===== config.mk =====
export PLATFORM = sky130hd
export DESIGN_NAME = pals_div
export DESIGN_NICKNAME = d
export VERILOG_FILES = /design/src/design/pals_pkg.sv /design/src/design/pals_div.sv
export SDC_FILE = /design/constraint.sdc
export NUM_CORES = 1
export LEC_CHECK = 0
export BUFFER_PORTS_ARGS = -buffer_cell sky130_fd_sc_hd__buf_2
export CORE_MARGIN = 2
export CORE_UTILIZATION = 53
export DETAILED_ROUTE_END_ITERATION = 8
export GPL_TIMING_DRIVEN = 0
export PLACE_DENSITY = 0.85
export SLEW_MARGIN = 20
export SYNTH_ARGS = -nofsm -noshare
export SYNTH_HDL_FRONTEND = slang
export SYNTH_SLANG_ARGS = --single-unit

===== constraint.sdc =====
create_clock -name clk_i -period 3.9 [get_ports clk_i]
set_clock_uncertainty 0.15 [all_clocks]
set_input_delay 0.78 -clock clk_i [delete_from_list [all_inputs] [get_ports clk_i]]
set_output_delay 0.78 -clock clk_i [all_outputs]
set_load 0.1 [all_outputs]

===== src/design/pals_pkg.sv =====
// Shared types and constants for the polyline arc-length sampler.
`timescale 1ns / 1ps
`default_nettype none
package pals_pkg;

  localparam int unsigned MAX_VERTICES_DEF = 1024;
  localparam int unsigned FRAC_BITS_DEF    = 8;

  localparam int unsigned COORD_W = 16;
  localparam int unsigned LEN_W   = 32;
  localparam int unsigned SQ_W    = 34;                // dx*dx + dy*dy
  localparam int unsigned SQ_INT  = SQ_W / 2;          // integer root bits
  localparam int unsigned NUM_W   = 50;                // 2*t*ds + d
  localparam int unsigned DEN_W   = 33;                // 2*d
  localparam int unsigned QUO_W   = 18;                // quotient bits
  localparam logic [LEN_W-1:0] LEN_MAX = 32'h7FFF_FFFF;

  typedef enum logic [4:0] {
    ST_IDLE,
    ST_A_START,
    ST_A_SQX,
    ST_A_SQY,
    ST_A_SQRT,
    ST_A_WAIT,
    ST_A_WR,
    ST_Q_START,
    ST_Q_CHK,
    ST_S_RD,
    ST_S_CMP,
    ST_L_RDA,
    ST_L_RDB,
    ST_L_CAPB,
    ST_M_MUL,
    ST_M_NUM,
    ST_M_GO,
    ST_M_WAIT,
    ST_Q_OUT
  } pals_state_e;

endpackage
`default_nettype wire


===== src/design/pals_div.sv =====
// Bit-serial restoring divider, one quotient bit per cycle.
`timescale 1ns / 1ps
`default_nettype none
module pals_div (
  input  wire logic                         clk_i,
  input  wire logic                         rst_ni,
  input  wire logic                         start_i,
  input  wire logic [pals_pkg::NUM_W-1:0]   num_i,
  input  wire logic [pals_pkg::DEN_W-1:0]   den_i,
  output logic                              done_o,
  output logic [pals_pkg::QUO_W-1:0]        quo_o,
  output logic                              rem_nz_o
);
  localparam int unsigned QW = pals_pkg::QUO_W;
  localparam int unsigned RMW = pals_pkg::DEN_W + 1;
  localparam int unsigned CW = $clog2(QW + 1);

  logic [RMW-1:0]              rem_q, rem_sh;
  logic [pals_pkg::DEN_W-1:0]  den_q;
  logic [QW-1:0]               lo_q;
  logic [CW-1:0]               cnt_q;
  logic                        busy_q, done_q, ge;

  always_comb begin
    rem_sh = {rem_q[RMW-2:0], lo_q[QW-1]};
    ge     = (rem_sh >= {1'b0, den_q});
  end

  always_ff @(posedge clk_i or negedge rst_ni) begin
    if (!rst_ni) begin
      busy_q <= 1'b0;
      done_q <= 1'b0;
      cnt_q  <= '0;
    end else begin
      done_q <= 1'b0;
      if (start_i) begin
        busy_q <= 1'b1;
        cnt_q  <= CW'(QW);
      end else if (busy_q) begin
        cnt_q <= cnt_q - CW'(1);
        if (cnt_q == CW'(1)) begin
          busy_q <= 1'b0;
          done_q <= 1'b1;
        end
      end
    end
  end

  always_ff @(posedge clk_i) begin
    if (start_i) begin
      rem_q <= RMW'(num_i[pals_pkg::NUM_W-1:QW]);
      lo_q  <= num_i[QW-1:0];
      den_q <= den_i;
    end else if (busy_q) begin
      rem_q <= ge ? (rem_sh - {1'b0, den_q}) : rem_sh;
      lo_q  <= {lo_q[QW-2:0], ge};
    end
  end

  assign done_o   = done_q;
  assign quo_o    = lo_q;
  assign rem_nz_o = (rem_q != '0);
endmodule
`default_nettype wire

Yosys cells after proc, flatten, opt, wreduce, memory -nomap -nowiden
Cells that the tools add are included.

Reduce and logical (&&, ||, !) cells: 2. Order comparisons: 1. Multiplexer cells: 13. Add/subtract/negate cells: 2. Equality and inequality tests: 1. Shifts and indexed selects: 0. Bitwise logic cells: 0. Multipliers: 0. Divide/modulo/power cells: 0.

Operators with widths (count): two-way mux 32 bit (2); two-way mux 18 bit (2); greater-or-equal comparator 34 x 33 -> 1 bit (1); two-way mux 34 bit (1); nonzero test 34 bit (1); subtractor 34 x 33 -> 34 bit (1); two-way mux 5 bit (2); two-way mux 1 bit (6); equality test 5 x 1 -> 1 bit, second input constant (1); subtractor 5 x 1 -> 5 bit, second input constant (1); nonzero test 2 bit (1).

Output and inout bits: 20. Register bits after elaboration: 92. Memories kept: 0. Bits in writable memories: 0. Logic and storage cells: 26. Bits in read-only memories: 0. Input port bits: 86. Bits in latches: 0.

Longest topological paths before layout
Depth after elaboration: 4. Depth in mapped cells: 14. Mapped depth without buffers: 12.

Least setup slack after synthesis
No wires, ideal clock.

Path type: register -> register. Start: register lo_q[17] (netlist: quo_o[17]). End: register rem_q[33]. Required time: 3.659 ns. Stages on the path, launching flop included: 13. Library setup time: 0.091 ns. Arrival time: 3.366 ns. Path slack: 0.293 ns. Path buffers: 0. Cell sequence: edfxtp_1 > inv_1 > ha_1 > fa_1 > nor2b_1 > o31ai_1 > a21o_1 > o211a_1 > o21ai_1 > a31oi_1 > or2_0 > or4_1 > a311oi_1.

Cells in the longest elaborated chain, start to end: 2. Elaborated cells on any way between the ends: 3.

Ends and longest elaborated chain: start, declared (line pals_div.sv:20) `logic [QW-1:0] lo_q;`; start signal, assigned (line pals_div.sv:52) `lo_q <= num_i[QW-1:0];`; start signal, assigned (line pals_div.sv:56) `lo_q <= {lo_q[QW-2:0], ge};`; subtractor 34 x 33 -> 34 bit or greater-or-equal comparator 34 x 33 -> 1 bit (tied branches) (line pals_div.sv:55, pals_div.sv:26); two-way mux 34 bit * (line pals_div.sv:55) `rem_q <= ge ? (rem_sh - {1'b0, den_q}) : rem_sh;`; end signal, assigned (line pals_div.sv:51) `rem_q <= RMW'(num_i[pals_pkg::NUM_W-1:QW]);`; end signal, assigned (line pals_div.sv:55); end, declared (line pals_div.sv:18) `logic [RMW-1:0] rem_q, rem_sh;`.

Every way passes the cells marked *; elsewhere a longest branch is shown, timed or not. A chain may end at the register's enable or synchronous reset.

Final worst setup path
Start: input port start_i. End: register rem_q[17], enable pin.

Cells in the longest elaborated chain, start to end: 1.

Ends and longest elaborated chain: start, declared (line pals_div.sv:7) `input wire logic start_i,`; nonzero test 2 bit (no line).

Every way passes these cells.

==> results by group <==
Outcome
  • Outcome: finished clean

Synth
  • Number of flops mapped to enable cells by yosys: just over 80
  • Register area share after synthesis: approximately 46%
  • Cells after synthesis: approximately 600
  • Asr flop ratio synth: 7.609%
  • Synth warn: 0
  • Syn avg cell area: 9.900 um2
  • Synth top area share: roughly 43%
  • Mapped Area: 5861 um2
  • Area contributors post-synth: edfxtp_1 (43%), ha_1 (7.5%), a21oi_1 (5.5%), mux2_2 (3.7%), nor2_1 (3.5%)
  • Flops & latches, synth: 92
  • Syn nets: around 710
  • Most frequent cell after synthesis: edfxtp_1
  • Cell taking the most area after synthesis: edfxtp_1
  • Top cells by count, synth: edfxtp_1 (83), a21oi_1 (64), nor2_1 (55)
  • Unique masters post-synth: 62
  • Synth Flop Type: edfxtp_1

Placement
  • Routability cong.: between 0.9 and 1
  • Pre-CTS setup slack: -0.09481 ns
  • IO Port Bufs: about 110
  • Area after DPL: ~6600 um2
  • HPWL after DPL: around 11 mm

Global route
  • Met2 Use GR: between 40% and 50%
  • Initial antenna violation count: 1
  • Top Usage Layer GRT: met2
  • Vias in the first global route: a little under 5,000
  • Overflow after GRT: 0
  • First-pass GRT wire length: about 24 mm
  • Overall routing resource usage: a little over a quarter
  • M3 GR Usage: under 10%
  • Largest net degree at the start of global routing: a little over 50
  • Met1 Use GR: between 30 and 40%

Floorplan
  • Die span in x: roughly 110 um
  • Die Ht: ~110 um
  • Core Area: about 11,000 um2
  • Die area: between 10,000 and 15,000 um2
  • Boundary Pins: 106
  • Row cnt: 38
  • Initial Util: about 54%

Cells and area
  • Area occupied by multi-input gates: slightly below 3000 um2
  • Fraction of layout instances using a drive strength above 1: 22.58%
  • Final instance area: 6745 um2
  • Area growth, synth to finish: 15.09%
  • Filler cells: around 930
  • Register area: roughly 2700 um2
  • Final #Nets: 830
  • Number of diodes: 0

CTS
  • TritonCTS buffer count: 9
  • Clock Latency Late Sink: approximately 0.4 ns
  • CTS root buffer: clkbuf_8
  • CTS clk-pin slew, worst paths: 0.09 ns
  • H-tree levels: 3
  • Hold-fix buffers at CTS: 0
  • Post-CTS repair timing setup buffer count: 0
  • Clock buffer depth: 2
  • Post-CTS sizing: 0
  • Clk sinks: about 90
  • CTS tree: done

Drt
  • First DRT Iteration DRCs: 296
  • Post-Route WL: 15.11 mm
  • Drt via density: 5.824
  • First-pass DRT Iterations: 5
  • Post-route ant nets: 0
  • Routed len/inst: ~18 um
  • DRC: 0
  • Vias: between 4,000 and 5,000

Worst setup path
  • Critical Path Source Type: input port
  • Critical Path AT: roughly 3.4 ns
  • Path depth of the worst reg2reg path: 12
  • WP data required: about 3.7 ns
  • Worst-path fanout max: 50
  • Kind of critical path: in -> reg
  • Crit path capture type: flop

Timing
  • Tmin final: between 3 and 4 ns
  • Max frequency: ~280 MHz
  • Worst-Margin Slew: 0.8440 ns
  • Final Hold Fails: 0
  • Period utilization: between 90 and 100%
  • Max-Slew Margin vs Limit: a little over two fifths
  • Final worst slack: around 0.29 ns
  • Endpoints failing setup: 0
  • RSZ-0062 raised after global routing: no
  • Max Slew Vio Count: 0

Power and ir drop
  • Power Density: 771.6 nW/um2
  • Peak VDD IR: between 400 and 500 uV
  • Static Leakage: 2.916 nW
  • Total power: ~5.2 mW

Hold path
  • Hold Path Class: in -> async

Flow run
  • Max-Cap Viols: 0
-- registers in the layout, indices dropped and copies added (netlist names) --
| name | cells |
|---|---|
| busy_q | 1 |
| cnt_q | 5 |
| den_q | 33 |
| done_o | 1 |
| quo_o | 18 |
| rem_q | 34 |
-- kinds of logic after synthesis --
group | share of synthesized area, %
AO/OA/AOI/OAI | 19.17
AND/OR/NAND/NOR | 13.49
flip-flops | 46.20
buffers and inverters | 4.718
adder cells (fa/ha/maj) | 7.814
XOR/XNOR | 4.782
multiplexers | 3.822
-- per-stage QoR --
stage,util (%),setup TNS [ns],hold WS [ns],cells
2_1_floorplan,-,0,0.3264,592
3_3_place_gp,60.79,-57.20,0.3369,837
3_5_place_dp,60.86,-4.579,0.3626,837
4_1_cts,62.49,0,0.04484,853
5_1_grt,62.50,0,0.05009,853
6_report,62.50,0,0.06073,853
-- where the power goes --
group          internal (mW)  switching, mW  total (mW)
Sequential              1.39          0.213        1.61
Clock                  0.233          0.358       0.591
Combinational           1.15           1.86        3.01
Total                   2.77           2.43        5.20
-- area by class of cell --
cell class / instances / share of cell area [%]
tap: 140 / 2.597
sequential: 92 / 40.14
inverter: 43 / 2.393
multi-input combinational: 430 / 42.76
buffer: 27 / 1.725
clock buffer: 9 / 1.836
timing repair buffer: 105 / 7.791
clock inverter: 7 / 0.7605
-- metal layers --
metal	vias up	wire, um
met3	21	1160
li1	2396	-
met4	0	303
met5	-	0
met2	190	7223
met1	2361	6426
-- layout by cell type, fill, tap and decap left out, types with 3 or more instances in the layout --
cell type  count
o21a_1        15
xnor2_1       17
mux2_2        19
nor2b_1        7
nand2_1       40
o21ai_1        3
xor2_1        15
a21oi_2        4
nor2_1        55
nor3_1         9
buf_2        110
buf_1          3
inv_1         42
or2_2          3
a21oi_1       64
a211oi_1       4
a21o_1        16
nor4_1         9
edfxtp_1      83
nand2b_1       3
nand4_1        9
and3_1         8
clkbuf_8       9
ha_1          35
o22ai_1        3
nand3_1        9
and2_1         4
dfrtp_1        7
o211ai_1       6
a31oi_1        4
clkbuf_1      17
o31ai_1        5
o21ai_0       29
-- final timing paths --
path                       slack [ns]        end       from
max                              0.29  rem_q[17]    start_i
min                              0.06   cnt_q[1]     rst_ni
max reg2reg                      0.46  rem_q[20]  quo_o[17]
min reg2reg                      0.38  rem_q[33]  rem_q[33]
max in group asynchronous        3.37     busy_q     rst_ni
min in group clk_i               0.38  rem_q[33]  rem_q[33]
-- worst max-delay path, stage by stage --
cell and delay [ns]:
buf_2 0.37, clkbuf_1 0.32, inv_2 0.21, clkbuf_1 0.51, buf_1 0.64, nand2_4 0.56
(Power assumes the default switching activity.)
