<file path="src/design/pals_pkg.sv">
// Shared types and constants for the polyline arc-length sampler.
`timescale 1ns / 1ps
`default_nettype none
package pals_pkg;

  localparam int unsigned MAX_VERTICES_DEF = 1024;
  localparam int unsigned FRAC_BITS_DEF    = 8;

  localparam int unsigned COORD_W = 16;
  localparam int unsigned LEN_W   = 32;
  localparam int unsigned SQ_W    = 34;                // dx*dx + dy*dy
  localparam int unsigned SQ_INT  = SQ_W / 2;          // integer root bits
  localparam int unsigned NUM_W   = 50;                // 2*t*ds + d
  localparam int unsigned DEN_W   = 33;                // 2*d
  localparam int unsigned QUO_W   = 18;                // quotient bits
  localparam logic [LEN_W-1:0] LEN_MAX = 32'h7FFF_FFFF;

  typedef enum logic [4:0] {
    ST_IDLE,
    ST_A_START,
    ST_A_SQX,
    ST_A_SQY,
    ST_A_SQRT,
    ST_A_WAIT,
    ST_A_WR,
    ST_Q_START,
    ST_Q_CHK,
    ST_S_RD,
    ST_S_CMP,
    ST_L_RDA,
    ST_L_RDB,
    ST_L_CAPB,
    ST_M_MUL,
    ST_M_NUM,
    ST_M_GO,
    ST_M_WAIT,
    ST_Q_OUT
  } pals_state_e;

endpackage
`default_nettype wire

</file>
<file path="src/design/pals_sqrt.sv">
// Bit-serial integer square root, one root bit per cycle.
`timescale 1ns / 1ps
`default_nettype none
module pals_sqrt #(
  parameter int unsigned FRAC_BITS = pals_pkg::FRAC_BITS_DEF
) (
  input  wire logic                            clk_i,
  input  wire logic                            rst_ni,
  input  wire logic                            start_i,
  input  wire logic [pals_pkg::SQ_W-1:0]       sq_i,
  output logic                                 done_o,
  output logic [pals_pkg::SQ_INT+FRAC_BITS-1:0] root_o
);
  localparam int unsigned RW = pals_pkg::SQ_INT + FRAC_BITS;
  localparam int unsigned CW = $clog2(RW + 1);

  logic [pals_pkg::SQ_W-1:0] sq_q;
  logic [RW+1:0]             rem_q, rem_sh, trial;
  logic [RW-1:0]             root_q;
  logic [CW-1:0]             cnt_q;
  logic                      busy_q, done_q, ge;

  always_comb begin
    rem_sh = {rem_q[RW-1:0], sq_q[pals_pkg::SQ_W-1 -: 2]};
    trial  = {root_q, 2'b01};
    ge     = (rem_sh >= trial);
  end

  always_ff @(posedge clk_i or negedge rst_ni) begin
    if (!rst_ni) begin
      busy_q <= 1'b0;
      done_q <= 1'b0;
      cnt_q  <= '0;
    end else begin
      done_q <= 1'b0;
      if (start_i) begin
        busy_q <= 1'b1;
        cnt_q  <= CW'(RW);
      end else if (busy_q) begin
        cnt_q <= cnt_q - CW'(1);
        if (cnt_q == CW'(1)) begin
          busy_q <= 1'b0;
          done_q <= 1'b1;
        end
      end
    end
  end

  always_ff @(posedge clk_i) begin
    if (start_i) begin
      sq_q   <= sq_i;
      rem_q  <= '0;
      root_q <= '0;
    end else if (busy_q) begin
      sq_q   <= {sq_q[pals_pkg::SQ_W-3:0], 2'b00};
      rem_q  <= ge ? (rem_sh - trial) : rem_sh;
      root_q <= {root_q[RW-2:0], ge};
    end
  end

  assign done_o = done_q;
  assign root_o = root_q;
endmodule
`default_nettype wire

</file>
<file path="config.mk">
export PLATFORM = sky130hd
export DESIGN_NAME = pals_sqrt
export DESIGN_NICKNAME = d
export VERILOG_FILES = /design/src/design/pals_pkg.sv /design/src/design/pals_sqrt.sv
export SDC_FILE = /design/constraint.sdc
export NUM_CORES = 1
export LEC_CHECK = 0
export BUFFER_PORTS_ARGS = -buffer_cell sky130_fd_sc_hd__buf_4
export CAP_MARGIN = 20
export CORE_UTILIZATION = 55
export DETAILED_ROUTE_END_ITERATION = 10
export PLACE_DENSITY = 0.76
export SLEW_MARGIN = 20
export SYNTH_ARGS = -nofsm -noshare
export SYNTH_HDL_FRONTEND = slang
export SYNTH_SLANG_ARGS = --single-unit
</file>
<file path="constraint.sdc">
create_clock -name clk_i -period 6.45 [get_ports clk_i]
set_input_delay 0.3225 -clock clk_i [delete_from_list [all_inputs] [get_ports clk_i]]
set_output_delay 0.3225 -clock clk_i [all_outputs]
set_load 0.01 [all_outputs]
</file>
Word level (Yosys, flattened, before mapping):

Cells that the tools add are included.

* flip-flop bits (word level): 91
* bits of input ports: 37
* logic and storage cells: 22

* $add $sub $neg: 2
* order comparisons: 1
* equal/unequal tests: 1
* muxes and demuxes: 11
* reduce and logical (&&, ||, !) cells: 1

Operators by type and width (number)
* $mux W34: 2
* $ge A27 B27 Y1: 1
* $mux W25: 1
* $sub A25 B25 Y25: 1
* $mux W5: 2
* $mux W1: 6
* $eq A5 B1 Y1 const B: 1
* $sub A5 B1 Y5 const B: 1
* $reduce_bool A2 Y1: 1

Depth between registers and ports, before layout:

* depth in word-level cells: 4
* gate-level depth with buffers: 12
* gate-level depth less buffers: 9

Worst setup path before layout:

OpenSTA, ideal clock, no wires.

* path type: reg-to-reg
* start: register root_q[10] (netlist: root_o[10])
* end: register rem_q[7]
* arrival: 2.656 ns
* required time: 6.321 ns
* slack: 3.664 ns
* cell stages (with the launch flop): 13
* buffers on the path: 3
* period minus slack after synthesis: 2.786 ns
* cells stage by stage: dfxtp_1 inv_1 ha_1 buf_2 a211o_1 a2111oi_2 o22ai_1 o211ai_4 a211oi_2 buf_6 buf_8 nor4_1 nor4_2

* word-level cells in the longest chain between the ends: 2

RTL lines
* start, declared: line pals_sqrt.sv:19 `logic [RW-1:0] root_q;`
* start signal, assigned: line pals_sqrt.sv:57 `root_q <= {root_q[RW-2:0], ge};`
* $ge A27 B27 Y1: line pals_sqrt.sv:26 `ge = (rem_sh >= trial);`
* $mux W25: line pals_sqrt.sv:56 `rem_q <= ge ? (rem_sh - trial) : rem_sh;`
* end signal, assigned: line pals_sqrt.sv:56
* end, declared: line pals_sqrt.sv:18 `logic [RW+1:0] rem_q, rem_sh, trial;`

No other way between the ends.
A chain may end at the register's enable or synchronous reset.

Worst setup path after layout:

* start: register root_q[11] (netlist: root_o[11])
* end: register rem_q[22]

* word-level cells in the longest chain between the ends: 2
* elaborated cells between the ends (all ways): 3
* those cells by class: add/sub: 1; order compare: 1; mux: 1

RTL lines (line)
* $sub A25 B25 Y25 / $ge A27 B27 Y1 (equally long branches): pals_sqrt.sv:56, pals_sqrt.sv:26
* $mux W25 *: pals_sqrt.sv:56

Every way passes the cells marked *; elsewhere a longest branch is shown, timed or not.

==> run summary <==
The flow ran to the end, and the final reports show no timing, DRC or antenna violations. Clock tree synthesis selected as its root buffer the cell clkbuf_8. The tools report the quantity of hold-fixing buffers added after cts as 1. Derived from the worst setup path, the maximum achievable clock frequency is 296 MHz. The number of cells in the design after placement is 730.

Synthesized netlist net count: 637. The kind of launch point of the worst setup path was a flop. Number of failing hold endpoints at the final stage: 0.

The largest individual stage delay along the critical path comes from the cell a211oi_2. First-pass GRT wire length: 20,000 µm. Delay contributed by the slowest stage of the critical path: 0.62 ns. After synthesis, the cell types taking the most area are edfxtp_1 19%, dfxtp_1 18%, mux2_2 6.8%. Final worst clock skew: 0.0140 ns.

The iteration count of the initial detailed-routing pass came out at 4. 0 antenna diodes ended up in the layout. The count of nets left with antenna violations once routing finished came out at 0.

The tools report the post-cts resize count as 0. Entering global routing, the biggest net connects 95 pins. The number of antenna violations at the first check in global routing is 0. The floorplan has 35 rows. For this run, the leading register cell type out of synthesis is dfxtp_1.

At the later pin of the worst-skew pair, clock insertion delay measures 0.37 ns. In this run the worst hold path is classified as in -> reg. Across the run, the number of max-cap violations was 0. Relative to the synthesized area, the layout overhead comes to 12.5%.

The run gives 0 as the total DRC errors in the routed layout. For this block, the routed nets add up to 12,200 µm of wire. The tools report the final number of max-transition violations as 0. The type of the setup path with the least slack was reg -> reg. The region available for standard cell placement spans 9420 µm². The count of different cell masters after synthesis came out at 67.

In this run the horizontal extent of the chip is 101 µm. In the final timing run, aggregate negative setup slack is 0 ns. Number of nets at the end of the flow: 679.

Synthesis produced a netlist whose cell count is 571. The congestion estimate from routability-driven global placement came to 0.909. The kind of cell with the highest combined delay along the critical path is compound AO/OA/AOI/OAI gates. Clock tree synthesis found a total of 91 sinks. The HPWL after detailed placement is 8570 µm. The nature of the critical path endpoint was a flop. The largest driver fanout on the critical path was 12.

The worst path buffer plus inverter count is 2, and the initial core utilization is 0.577. The number of flops mapped to enable cells by yosys works out to 34. Post-CTS timing repair inserted 0 buffers for setup. Summing every instance area after synthesis gives 5430 µm². Clock period minus worst slack: 3.38 ns.

The post-synthesis area per instance is 9.52 µm², and the headroom to the max-slew limit is 0.312. The data arrival time of the critical path is 3.64 ns, and the slew of the pin with the lowest slew margin is 1.03 ns. 63 I/O pins were placed. The number of violations reported at the end of detailed-routing iteration 0 was 235; the async set-or-reset flop fraction in the synthesized netlist was 0.0769. The buffer depth of the longest clock path was 2.

Per-cell via count in the routed design: 5.96. Setup repair after global routing left no endpoint under its margin. VDD sags by at most 0.175 mV. The final cycle utilization of the critical path is 0.524, and the die footprint is 10,300 µm².

The clock slew at the register clock pins of the worst setup and hold paths is 0.10 ns, and the die height is 101 µm. During synthesis, Yosys emitted a total of 0 warnings. The H-tree depth was 3. Buffers inserted during clock tree synthesis total 9. Data on the critical path is required at its endpoint by 6.71 ns. The run gives 0 as the number of endpoints failing setup at the final stage. edfxtp_1 takes more of the synthesized area than any other cell. The residual overflow from global routing came out at 0. The synthesized design contains 91 register bits. The share of the yosys chip area belonging to registers came out at 0.404. The total number of vias is 4,449, and the routed length per instance is 16.4 µm. Walking the worst path, the cells encountered are inv_1 -> ha_1 -> nand3_1 -> nand2b_1 -> o22ai_1 -> o211ai_4 -> a211oi_2 -> buf_4 -> nor2_2 -> a2111oi_1. Share of cells above drive strength 1: 0.214.

In this run the power density over the cells is 426 nW/µm². The area share of the leading cell type in the synthesized netlist is 0.188, and the number of buffer cells added on primary ports is 62. The number of global-route vias before repair is 4,149, and the total leakage power is 2.62 nW. The global routing usage summed across all routing layers was 0.250.

TritonCTS built the clock tree. Excluding fillers, the count of instances in the completed layout stands at 747.
==> cells in the mapped netlist, drive strengths merged, types with 2 or more instances <==
library cell / count
o31ai: 4
a21o: 13
dfxtp: 50
nand4: 7
mux2i: 25
buf: 16
nor4: 8
and3: 2
o21ai: 25
a211o: 3
o21a: 7
o22ai: 4
a21oi: 20
or4: 2
clkbuf: 20
mux2: 33
nor2b: 2
o211a: 2
a311oi: 13
o211ai: 4
a31oi: 6
or2: 2
nand2: 26
a211oi: 10
nand2b: 5
ha: 29
inv: 35
nor3: 10
a221oi: 4
nor3b: 5
a2111oi: 3
edfxtp: 34
nand3: 21
or3: 2
or4b: 2
and2: 3
nor2: 71
xor2: 4
dfrtp: 7
xnor2: 16
a31o: 2
o21bai: 4
==> logic make-up (layout without fill, tap and decap cells) <==
| group | count (synthesis) | count (layout) | share of synthesized area |
|---|---|---|---|
| XOR/XNOR | 20 | 20 | 0.0322 |
| AO/OA/AOI/OAI | 130 | 130 | 0.173 |
| AND/OR/NAND/NOR | 172 | 172 | 0.154 |
| flip-flops | 91 | 91 | 0.404 |
| buffers and inverters | 71 | 118 | 0.0553 |
| adder cells (fa/ha/maj) | 29 | 29 | 0.0668 |
| multiplexers | 58 | 58 | 0.114 |
==> cell usage in the layout (no fill, tap or decap), types with 5 or more instances in the layout <==
| master | instances |
|---|---|
| a211oi_1 | 8 |
| xnor2_1 | 16 |
| mux2i_1 | 25 |
| nand2_1 | 25 |
| nor3b_1 | 5 |
| dfxtp_1 | 50 |
| o21ai_0 | 19 |
| nor3_1 | 10 |
| a21oi_1 | 20 |
| clkbuf_8 | 9 |
| inv_1 | 35 |
| a31oi_1 | 6 |
| nand2b_1 | 5 |
| nand3_1 | 21 |
| nor4_1 | 7 |
| mux2_2 | 33 |
| dfrtp_1 | 6 |
| o21a_1 | 7 |
| a21o_1 | 13 |
| a311oi_1 | 13 |
| edfxtp_1 | 34 |
| ha_1 | 29 |
| nor2_1 | 70 |
| buf_4 | 66 |
| nand4_1 | 7 |
==> per-layer routing <==
layer | wire [µm] | track usage | vias to the layer above | part of all wire
met1 | 5560 | 0.334 | 2104 | 0.45
met2 | 5730 | 0.402 | 157 | 0.47
met3 | 745 | 0.0545 | 21 | 0.061
met4 | 196 | 0.0870 | 0 | 0.016
li1 | - | - | 2167 | -
met5 | 0 | 0 | - | 0
==> state kept, by name, indices dropped and copies added, names as in the netlist <==
| name | cells |
|---|---|
| root_o | 25 |
| sq_q | 34 |
| done_o | 1 |
| busy_q | 1 |
| rem_q | 25 |
| cnt_q | 5 |
==> path summary, 6_finish.rpt <==
path,from,to,slack [ns],cells after the start
max in group asynchronous,rst_ni,busy_q$_DFF_PN0_,6.01,2
setup reg to reg,root_o[11]$_SDFFE_PP0P_,rem_q[22]$_SDFFE_PP0P_,3.07,10
min in group asynchronous,rst_ni,cnt_q[0]$_DFFE_PN0P_,0.31,2
hold reg to reg,rem_q[8]$_SDFFE_PP0P_,rem_q[8]$_SDFFE_PP0P_,0.50,2
hold / removal,sq_i[0],sq_q[0]$_SDFFCE_PN0P_,0.23,2
setup / recovery,root_o[11]$_SDFFE_PP0P_,rem_q[22]$_SDFFE_PP0P_,3.07,10
==> metrics by stage <==
| stage | instance area, µm² | total power (W) | utilization | setup slack, ns | hold slack, ns |
|---|---|---|---|---|---|
| after floorplan | 5430 | 0.00193 | - | 3.66 | 0.0269 |
| after global placement | 5930 | 0.00219 | 0.630 | 3.23 | 0.139 |
| after detailed placement | 5930 | 0.00222 | 0.630 | 3.11 | 0.138 |
| after CTS | 6110 | 0.00259 | 0.649 | 3.09 | 0.219 |
| after global routing | 6110 | 0.00279 | 0.649 | 2.83 | 0.217 |
| final | 6110 | 0.00260 | 0.649 | 3.07 | 0.231 |
==> final cells by class <==
class                      count  area [µm²]
multi-input combinational    409        2940
clock buffer                  10         128
tap                          129         161
inverter                      35         131
clock inverter                 6        47.5
fill                         768        3300
timing repair buffer          67         505
sequential                    91        2200
==> worst register-to-register path: cells and delay by family, from the launching register on <==
kind | cells | cell delay [ns]
and+or+nand+nor | 3 | 0.51
buffers and inverters | 2 | 0.36
adders and majority gates | 1 | 0.48
DFF | 1 | 0.38
AOI/OAI and AO/OA | 4 | 1.53
==> report_power, final <==
part / internal [W] / switching [W] / leakage, nW
clock: 0.000145 / 0.000222 / 0.0881
combinational: 0.000622 / 0.000852 / 1.68
sequential: 0.000692 / 0.0000724 / 0.851
Power figures use the tool's default switching activity.
